### config.mk
export PLATFORM = sky130hd
export DESIGN_NAME = vector_angle_degrees
export DESIGN_NICKNAME = d
export VERILOG_FILES = /design/src/sv/vad_pkg.sv /design/src/sv/vector_angle_degrees.sv
export VERILOG_INCLUDE_DIRS = /design/src /design/src/sv
export SDC_FILE = /design/constraint.sdc
export NUM_CORES = 2
export LEC_CHECK = 0
export BUFFER_PORTS_ARGS = -buffer_cell sky130_fd_sc_hd__buf_2
export CAP_MARGIN = 25
export CORE_ASPECT_RATIO = 0.75
export CORE_MARGIN = 2
export CORE_UTILIZATION = 62
export DETAILED_ROUTE_END_ITERATION = 10
export PLACE_DENSITY = 0.78
export SYNTH_ARGS = -nofsm -noshare
export SYNTH_HDL_FRONTEND = slang
export SYNTH_SLANG_ARGS = --single-unit
### constraint.sdc
create_clock -name i_clk -period 15.2 [get_ports i_clk]
set_input_delay 0.76 -clock i_clk [delete_from_list [all_inputs] [get_ports i_clk]]
set_output_delay 0.76 -clock i_clk [all_outputs]
set_load 0.1 [all_outputs]
### src/sv/vector_angle_degrees_assert.svh
// Assertion helpers for the vector angle pipeline.
// Each use names the label, clock, active-low reset, antecedent and consequent.
`ifndef VECTOR_ANGLE_DEGREES_ASSERT_SVH
`define VECTOR_ANGLE_DEGREES_ASSERT_SVH

// Consequent checked in the same cycle
`define VAD_ASSERT_NOW(label, clk, rst_n, ante, cons) \
    label: assert property (@(posedge clk) disable iff (!(rst_n)) (ante) |-> (cons)) \
        else $error("vector_angle_degrees: same-cycle check failed");

// Consequent checked in the following cycle
`define VAD_ASSERT_NEXT(label, clk, rst_n, ante, cons) \
    label: assert property (@(posedge clk) disable iff (!(rst_n)) (ante) |=> (cons)) \
        else $error("vector_angle_degrees: next-cycle check failed");

`endif

### src/sv/vad_pkg.sv
`default_nettype none

package vad_pkg;

    // Defaults for the top-level parameters
    localparam int COORD_WIDTH_DEF = 16;
    localparam int ITERATIONS_DEF  = 16;

    // Fixed field widths
    localparam int IN_W    = 16;
    localparam int ANGLE_W = 16;

    // Fixed-point layout
    localparam int GUARD_BITS = 8;
    localparam int TABLE_LEN  = 24;
    localparam int Z_W        = 25;   // signed degrees, 16 fraction bits
    localparam int ZC_W       = 23;   // clamped first-quadrant angle

    localparam logic [ZC_W-1:0] DEG90_Q16 = 23'd5898240;

    // Angles in degrees, 7 fraction bits
    localparam logic [ANGLE_W-1:0] DEG0_Q7   = 16'd0;
    localparam logic [ANGLE_W-1:0] DEG90_Q7  = 16'd11520;
    localparam logic [ANGLE_W-1:0] DEG180_Q7 = 16'd23040;
    localparam logic [ANGLE_W-1:0] DEG270_Q7 = 16'd34560;
    localparam logic [ANGLE_W:0]   DEG360_Q7 = 17'd46080;

    // Per-transaction side information carried next to the CORDIC data
    typedef struct packed {
        logic                special;      // on an axis or at the origin
        logic [ANGLE_W-1:0]  special_val;  // result for the axis cases
        logic                x_neg;
        logic                y_neg;
    } t_vad_info;

    // atan(2^-i) in degrees, 16 fraction bits, rounded to nearest
    function automatic logic [Z_W-1:0] atan_q16(input logic [4:0] idx);
        logic [Z_W-1:0] v;
        case (idx)
            5'd0:    v = 25'd2949120;
            5'd1:    v = 25'd1740967;
            5'd2:    v = 25'd919879;
            5'd3:    v = 25'd466945;
            5'd4:    v = 25'd234379;
            5'd5:    v = 25'd117304;
            5'd6:    v = 25'd58666;
            5'd7:    v = 25'd29335;
            5'd8:    v = 25'd14668;
            5'd9:    v = 25'd7334;
            5'd10:   v = 25'd3667;
            5'd11:   v = 25'd1833;
            5'd12:   v = 25'd917;
            5'd13:   v = 25'd458;
            5'd14:   v = 25'd229;
            5'd15:   v = 25'd115;
            5'd16:   v = 25'd57;
            5'd17:   v = 25'd29;
            5'd18:   v = 25'd14;
            5'd19:   v = 25'd7;
            5'd20:   v = 25'd4;
            5'd21:   v = 25'd2;
            5'd22:   v = 25'd1;
            default: v = 25'd0;
        endcase
        return v;
    endfunction

endpackage

`default_nettype wire

### src/sv/vector_angle_degrees.sv
`default_nettype none
// Channel   Direction  Handshake            Payload
// input     in         i_valid / o_stall    i_vec_x, i_vec_y (signed 16)
// output    out        o_valid / i_stall    o_angle_deg (unsigned 16, deg x 128)
//
// One vector per clock, sustained while the output is not stalled. The stages
// are one fold stage, one CORDIC micro-rotation stage per iteration, and one
// stage for rounding and quadrant correction. Reset clears only the stage valid bits.
// Each stage advances whenever the stage after it is empty or moving, so
// bubbles squeeze out and the pipeline keeps filling behind a stalled result.
`include "vector_angle_degrees_assert.svh"

module vector_angle_degrees
    import vad_pkg::*;
#(
    parameter int COORD_WIDTH = COORD_WIDTH_DEF,
    parameter int ITERATIONS  = ITERATIONS_DEF
) (
    input  wire logic               i_clk,
    input  wire logic               i_rst_n,
    input  wire logic               i_valid,
    output logic                    o_stall,
    input  wire logic [IN_W-1:0]    i_vec_x,
    input  wire logic [IN_W-1:0]    i_vec_y,
    output logic                    o_valid,
    input  wire logic               i_stall,
    output logic [ANGLE_W-1:0]      o_angle_deg
);

    localparam int NI = (ITERATIONS < TABLE_LEN) ? ITERATIONS : TABLE_LEN;
    // guard bits plus headroom for CORDIC gain and sign
    localparam int W  = COORD_WIDTH + GUARD_BITS + 3;

    // Stage registers: index 0 holds the folded vector, index NI the last rotation
    logic                r_v    [0:NI];
    logic signed [W-1:0] r_x    [0:NI];
    logic signed [W-1:0] r_y    [0:NI];
    logic signed [Z_W-1:0] r_z  [0:NI];
    t_vad_info           r_info [0:NI];

    logic                r_out_valid;
    logic [ANGLE_W-1:0]  r_angle;

    logic                w_rdy  [0:NI+1];

    // Ready chain, from the output back to the input
    assign w_rdy[NI+1] = !r_out_valid || !i_stall;
    for (genvar k = 0; k <= NI; k++) begin : g_rdy
        assign w_rdy[k] = !r_v[k] || w_rdy[k+1];
    end

    assign o_stall = !w_rdy[0];

    // Input coordinates, read as signed COORD_WIDTH-bit values, or zero-extended from IN_W bits if COORD_WIDTH is wider
    logic signed [W-1:0] w_x;
    logic signed [W-1:0] w_y;
    if (COORD_WIDTH <= IN_W) begin : g_narrow
        assign w_x = W'($signed(i_vec_x[COORD_WIDTH-1:0]));
        assign w_y = W'($signed(i_vec_y[COORD_WIDTH-1:0]));
    end else begin : g_wide
        assign w_x = W'({1'b0, i_vec_x});
        assign w_y = W'({1'b0, i_vec_y});
    end

    // Fold into the first quadrant and sort out the axis cases
    logic signed [W-1:0] n_x0;
    logic signed [W-1:0] n_y0;
    t_vad_info           n_info0;
    logic                w_x_zero;
    logic                w_y_zero;

    always_comb begin
        w_x_zero = (w_x == '0);
        w_y_zero = (w_y == '0);
        n_x0 = (w_x[W-1] ? -w_x : w_x) <<< GUARD_BITS;
        n_y0 = (w_y[W-1] ? -w_y : w_y) <<< GUARD_BITS;
        n_info0.x_neg   = w_x[W-1];
        n_info0.y_neg   = w_y[W-1];
        n_info0.special = w_x_zero || w_y_zero;
        if (w_y_zero && !w_x[W-1]) begin
            n_info0.special_val = DEG0_Q7;
        end else if (w_x_zero && !w_y[W-1]) begin
            n_info0.special_val = DEG90_Q7;
        end else if (w_y_zero) begin
            n_info0.special_val = DEG180_Q7;
        end else begin
            n_info0.special_val = DEG270_Q7;
        end
    end

    always_ff @(posedge i_clk) begin
        if (!i_rst_n) begin
            r_v[0] <= 1'b0;
        end else if (w_rdy[0]) begin
            r_v[0] <= i_valid;
        end
        if (w_rdy[0] && i_valid) begin
            r_x[0]    <= n_x0;
            r_y[0]    <= n_y0;
            r_z[0]    <= '0;
            r_info[0] <= n_info0;
        end
    end

    // One CORDIC vectoring micro-rotation per stage
    for (genvar i = 0; i < NI; i++) begin : g_iter
        logic signed [W-1:0]   n_x;
        logic signed [W-1:0]   n_y;
        logic signed [Z_W-1:0] n_z;
        logic signed [Z_W-1:0] w_atan;

        assign w_atan = $signed(atan_q16(5'(i)));

        always_comb begin
            if (!r_y[i][W-1]) begin
                n_x = r_x[i] + (r_y[i] >>> i);
                n_y = r_y[i] - (r_x[i] >>> i);
                n_z = r_z[i] + w_atan;
            end else begin
                n_x = r_x[i] - (r_y[i] >>> i);
                n_y = r_y[i] + (r_x[i] >>> i);
                n_z = r_z[i] - w_atan;
            end
        end

        always_ff @(posedge i_clk) begin
            if (!i_rst_n) begin
                r_v[i+1] <= 1'b0;
            end else if (w_rdy[i+1]) begin
                r_v[i+1] <= r_v[i];
            end
            if (w_rdy[i+1] && r_v[i]) begin
                r_x[i+1]    <= n_x;
                r_y[i+1]    <= n_y;
                r_z[i+1]    <= n_z;
                r_info[i+1] <= r_info[i];
            end
        end
    end

    // Clamp, round to 7 fraction bits, map to the full circle
    logic [ZC_W-1:0]     w_zc;
    logic [ZC_W:0]       w_zr;
    logic [ANGLE_W-1:0]  w_a;
    logic [ANGLE_W:0]    w_full;
    logic [ANGLE_W-1:0]  n_angle;
    t_vad_info           w_fin;

    always_comb begin
        w_fin = r_info[NI];
        if (r_z[NI][Z_W-1]) begin
            w_zc = '0;
        end else if (r_z[NI] > $signed(Z_W'(DEG90_Q16))) begin
            w_zc = DEG90_Q16;
        end else begin
            w_zc = r_z[NI][ZC_W-1:0];
        end
        w_zr = {1'b0, w_zc} + (ZC_W+1)'(256);
        w_a  = ANGLE_W'(w_zr[ZC_W:9]);
        if (!w_fin.x_neg && !w_fin.y_neg) begin
            w_full = {1'b0, w_a};
        end else if (w_fin.x_neg && !w_fin.y_neg) begin
            w_full = {1'b0, DEG180_Q7} - {1'b0, w_a};
        end else if (w_fin.x_neg) begin
            w_full = {1'b0, DEG180_Q7} + {1'b0, w_a};
        end else begin
            w_full = DEG360_Q7 - {1'b0, w_a};
        end
        if (w_fin.special) begin
            n_angle = w_fin.special_val;
        end else if (w_full >= DEG360_Q7) begin
            n_angle = DEG0_Q7;
        end else begin
            n_angle = w_full[ANGLE_W-1:0];
        end
    end

    // Output register
    always_ff @(posedge i_clk) begin
        if (!i_rst_n) begin
            r_out_valid <= 1'b0;
        end else if (w_rdy[NI+1]) begin
            r_out_valid <= r_v[NI];
        end
        if (w_rdy[NI+1] && r_v[NI]) begin
            r_angle <= n_angle;
        end
    end

    assign o_valid     = r_out_valid;
    assign o_angle_deg = r_angle;

    // Results never reach a full turn
    `VAD_ASSERT_NOW(a_angle_range, i_clk, i_rst_n, r_out_valid, r_angle < DEG360_Q7[ANGLE_W-1:0])
    // An accepted transaction lands in the fold stage
    `VAD_ASSERT_NEXT(a_accept_lands, i_clk, i_rst_n, i_valid && !o_stall, r_v[0])
    // Off the axes the folded vector lies strictly inside the first quadrant
    `VAD_ASSERT_NOW(a_fold_positive, i_clk, i_rst_n, r_v[0] && !r_info[0].special,
                    (r_x[0] > 0) && (r_y[0] > 0))
    // An empty output register never back-pressures the input
    `VAD_ASSERT_NOW(a_empty_no_stall, i_clk, i_rst_n, !r_out_valid, !o_stall)

endmodule

`default_nettype wire
# Word-level counts from Yosys, hierarchy flattened

Memories as Yosys holds them, arrays and structs flattened.
Cells that the tools add are included.

Multiplexer cells: 163
Reductions and logical operators: 67
Add/sub/neg operators: 101
Order comparisons: 2
Bitwise operators: 17

Operators by type and width:

| operator                     | number |
|---|---|
| 2-to-1 mux 27 bit            | 32 |
| 2-to-1 mux 25 bit            | 16 |
| 2-to-1 mux 1 bit             | 103 |
| 2-to-1 mux 16 bit            | 5 |
| adder 27 x 12 -> 27 bit      | 2 |
| adder 27 x 13 -> 27 bit      | 2 |
| adder 27 x 14 -> 27 bit      | 2 |
| adder 27 x 15 -> 27 bit      | 2 |
| adder 27 x 16 -> 27 bit      | 2 |
| adder 27 x 17 -> 27 bit      | 2 |
| adder 27 x 18 -> 27 bit      | 2 |
| adder 27 x 19 -> 27 bit      | 2 |
| adder 27 x 20 -> 27 bit      | 2 |
| adder 27 x 21 -> 27 bit      | 2 |
| adder 27 x 22 -> 27 bit      | 2 |
| adder 27 x 23 -> 27 bit      | 2 |
| adder 27 x 24 -> 27 bit      | 2 |
| adder 27 x 25 -> 27 bit      | 2 |
| adder 27 x 26 -> 27 bit      | 2 |
| zero test 27 bit             | 2 |
| subtractor 27 x 12 -> 27 bit | 2 |
| subtractor 27 x 13 -> 27 bit | 2 |
| subtractor 27 x 14 -> 27 bit | 2 |
| subtractor 27 x 15 -> 27 bit | 2 |
| 59 further kinds             | 154 |

Output and inout port bits: 18
Word-level logic and storage cells: 357
Register bits: 17
Memories: 5
Bits of input ports: 36
RAM bits: 1,683

Memory list:

| name   | depth | bits a word | rd ports | clocked after Yosys merged registers in | wr ports | line                       | RTL |
|---|---|---|---|---|---|---|---|
| r_x    | 17    | 27          | 16       | 0                                       | 17       | vector_angle_degrees.sv:36 | `logic signed [W-1:0] r_x [0:NI];` |
| r_y    | 17    | 27          | 16       | 0                                       | 17       | vector_angle_degrees.sv:37 | `logic signed [W-1:0] r_y [0:NI];` |
| r_z    | 17    | 25          | 17       | 0                                       | 17       | vector_angle_degrees.sv:38 | `logic signed [Z_W-1:0] r_z [0:NI];` |
| r_info | 17    | 19          | 17       | 0                                       | 17       | vector_angle_degrees.sv:39 | `t_vad_info r_info [0:NI];` |
| r_v    | 17    | 1           | 17       | 0                                       | 17       | vector_angle_degrees.sv:35 | `logic r_v [0:NI];` |

# Logic depth before layout (Yosys ltp)

Word-level depth: 23
Gate-level depth with buffers: 20
Gate-level depth less buffers: 20

# Least setup slack after synthesis

Ideal clock, no wire load.

Kind: flip-flop to flip-flop
Start point: reg r_out_valid (netlist: o_valid), read port of r_v
End point: mem r_v[9] (data pin)
Setup slack: 7.077 ns
Arrival: 7.943 ns
Buffers on the path: 0
Period minus slack after synthesis: 8.123 ns
Data required time: 15.021 ns
Library setup time: 0.179 ns
Stages on the path, launching flop included: 5
Cell sequence: dfxtp_1 -> nand4_1 -> nor4_1 -> a21boi_0 -> and2_1

RTL lines:

| what        | line                       | RTL |
|---|---|---|
| from (decl) | vector_angle_degrees.sv:41 | `logic r_out_valid;` |
| to (decl)   | vector_angle_degrees.sv:35 |  |

==> impl_metrics.env <==
export IMPL_status="complete, no violations"
export IMPL_drc_errors=0
export IMPL_endpoint_kind="output pin"
export IMPL_slew_headroom=0.305
export IMPL_hpwlAfterDp_mm=191
export IMPL_slew_violations=0
export IMPL_worst_pin_slew_ps=1030
export IMPL_crit_top_cell="and3_1"
export IMPL_clk_pin_slew_worst_paths_ps=60
export IMPL_clockBufferDepth=3
export IMPL_worstPathMaxFanout=7
export IMPL_grt_start_max_net_pins=89
export IMPL_synthToLayoutAreaGrowth_pct=7.75
export IMPL_ys_flop_type="edfxtp_1"
export IMPL_rsz0062_at_grt="no"
export IMPL_min_path_type="input port to flop"
export IMPL_path_cells="nand4_1, nor4_2, and3_1, and3_1, and2_1, nand3_1, nor2_1, and3_1, buf_2"
export IMPL_fin_setup_tns_ps=0
export IMPL_mostFrequentLayoutCell="edfxtp_1"
export IMPL_syn_area_per_cell_sq_um=9.89
export IMPL_chipHeight_um=345
export IMPL_fin_area_sq_um=104000
export IMPL_cp_num_buf_inv=1
export IMPL_whs_ps=196
export IMPL_synth_area_sq_um=96100
export IMPL_slowest_stage="nor4_2"
export IMPL_yosys_warnings=0
export IMPL_synth_seq_cells=1268
export IMPL_core_rowCount=125
export IMPL_antenna_found_initial=13
export IMPL_final_hold_viol_count=0
export IMPL_crit_start="r_v[15]"
export IMPL_io_buffers=53
export IMPL_antenna_left=0
export IMPL_cp_data_required_time_ps=14440
export IMPL_regToRegStartpoint="r_z[1][24]"
export IMPL_drt_pass1_iterations=8
export IMPL_p_leak_nw=40.4
export IMPL_skew_ps=25.9
export IMPL_num_vias=75300
export IMPL_postSynth_asyncResetShare=0
export IMPL_grt_first_pass_wirelength_mm=379
export IMPL_critPathArrivalTime_ps=5140
export IMPL_grt_usage=0.301
export IMPL_insertion_delay_ps=810
export IMPL_start_kind="flop"
export IMPL_yosysSeqAreaShare=0.396
export IMPL_synthDistinctLibCells=93
export IMPL_clockRootBuffer="clkbuf_16"
export IMPL_overflow=0
export IMPL_nets=11000
export IMPL_ir_worst_vdd_uv=117
export IMPL_r2r_end="o_angle_deg[8]"
export IMPL_period_share=0.388
export IMPL_cts_tree="yes"
export IMPL_setup_violations_final=0
export IMPL_cp_top_family="simple AND/OR/NAND/NOR gates"
export IMPL_p_per_area_nw_per_um2=80.7
export IMPL_io_pins=54
export IMPL_holdPathStages=1
export IMPL_wl_per_cell_um=20.4
export IMPL_postSynthCellCount=9713
export IMPL_die_w_um=459
export IMPL_vias_per_cell=6.28
export IMPL_placed_area_sq_um=98900
export IMPL_place_congestion=0.997
export IMPL_post_cts_buffers=0
export IMPL_htree_num_levels=4
export IMPL_hold_buffers=0
export IMPL_path_class="flop to output pin"
export IMPL_start_util=0.622
export IMPL_worst_r2r_cell_count=16
export IMPL_clock_fmax_mhz=169
export IMPL_cp_num_cells=9
export IMPL_r2r_slack_ps=9490
export IMPL_cts_resized=0
export IMPL_maxCapViolations=0
export IMPL_fp_dieArea_sq_um=158000
export IMPL_synth_edff_count=1266
export IMPL_cts_sinks=1268
export IMPL_drive_above_1_share=0.0463
export IMPL_wirelength_mm=245
export IMPL_final_cell_mix="1266 x edfxtp_1, 1061 x ha_1, 1010 x nor2_1, 944 x xnor2_1, 874 x a21oi_1"
export IMPL_cts_buffers=136
export IMPL_drtIter0Drc=7950
export IMPL_core_area_sq_um=154000
export IMPL_crit_end="o_stall"
export IMPL_grt_pass1_vias=69400
export IMPL_finalCriticalPeriod_ps=5900
export IMPL_critPathMaxStageDelay_ps=1020
-- worst reg2reg max path, stage by stage, from the launching register on --
cell	delay, ps
edfxtp_1	860
nor2b_1	210
o2111a_1	220
o21ai_1	160
nand2_1	380
nor3b_1	330
ha_1	470
and3_1	280
nand4_1	130
xnor2_1	200
nor3_2	420
nand2_1	210
a221o_1	430
nor3_1	230
nor3_1	130
a2111oi_4	580
a22oi_1	190
-- routing by layer --
| metal | track usage | wire (um) | share of wire | vias to the layer above |
|---|---|---|---|---|
| met5 | 0 | 11 | 0.000045 | - |
| met2 | 0.439 | 102000 | 0.42 | 2826 |
| met3 | 0.0523 | 22200 | 0.091 | 315 |
| met4 | 0.0736 | 4950 | 0.020 | 2 |
| li1 | - | - | - | 36100 |
| met1 | 0.462 | 115000 | 0.47 | 36000 |
-- logic make-up after synthesis --
group | share of synthesized area
adder cells (fa/ha/maj) | 0.146
buffers and inverters | 0.0217
flip-flops | 0.396
other | 0.0000390
multiplexers | 0.00680
AO/OA/AOI/OAI | 0.159
XOR/XNOR | 0.122
AND/OR/NAND/NOR | 0.148
-- sequential cells by signal, indices dropped and copies added, names as in the netlist --
name,flops
r_y,373
r_x,360
r_z,348
r_info,153
r_v,17
o_angle_deg,16
o_valid,1
-- stage by stage --
step           utilization  setup WS (ps)  std cells  power (W)
3_3_place_gp         0.640           9410      11700    0.00494
4_1_cts              0.670           9250      12000    0.00840
3_5_place_dp         0.640           9600      11700    0.00497
2_1_floorplan            -           7080       9716    0.00473
6_report             0.671           9300      12000    0.00835
5_1_grt              0.671           9010      12000    0.00864
-- layout make-up --
type	count	area, sq um
tap	2032	2540
inverter	427	1600
timing repair buffer	99	626
sequential	1268	38100
clock inverter	88	1060
multi-input combinational	7898	56100
fill	11800	50900
antenna	7	17.5
clock buffer	157	3530
-- where the power goes --
group / switching (W) / internal (W) / leakage (nW)
combinational: 0.000549 / 0.000392 / 26.6
sequential: 0.0000586 / 0.00392 / 11.5
clock: 0.00146 / 0.00198 / 2.21
-- Yosys cell counts (185+ instances only) --
| cell type | number | area (sq um) |
|---|---|---|
| o21ai_0 | 442 | 2210 |
| inv_1 | 424 | 1590 |
| edfxtp_1 | 1266 | 38000 |
| ha_1 | 1061 | 13300 |
| a21o_1 | 186 | 1400 |
| nor3_1 | 369 | 1850 |
| xor2_1 | 399 | 3490 |
| nand3_1 | 185 | 926 |
| nor2_1 | 1011 | 3790 |
| nand2_1 | 526 | 1970 |
| a21oi_1 | 875 | 4380 |
| xnor2_1 | 944 | 8270 |
-- worst min-delay path by stage --
stage / from / endpoint / slack (ps)
floorplan: r_info[0][87] / r_info[0][106] / 400
global placement: r_info[0][191] / r_info[0][210] / 400
detailed placement: r_info[0][144] / r_info[0][163] / 400
CTS: i_vec_x[0] / r_x[0][8] / 120
global route: i_vec_x[0] / r_x[0][8] / 160
finish: i_vec_x[0] / r_x[0][8] / 200
Note: power is estimated with default switching activity, not from simulation.
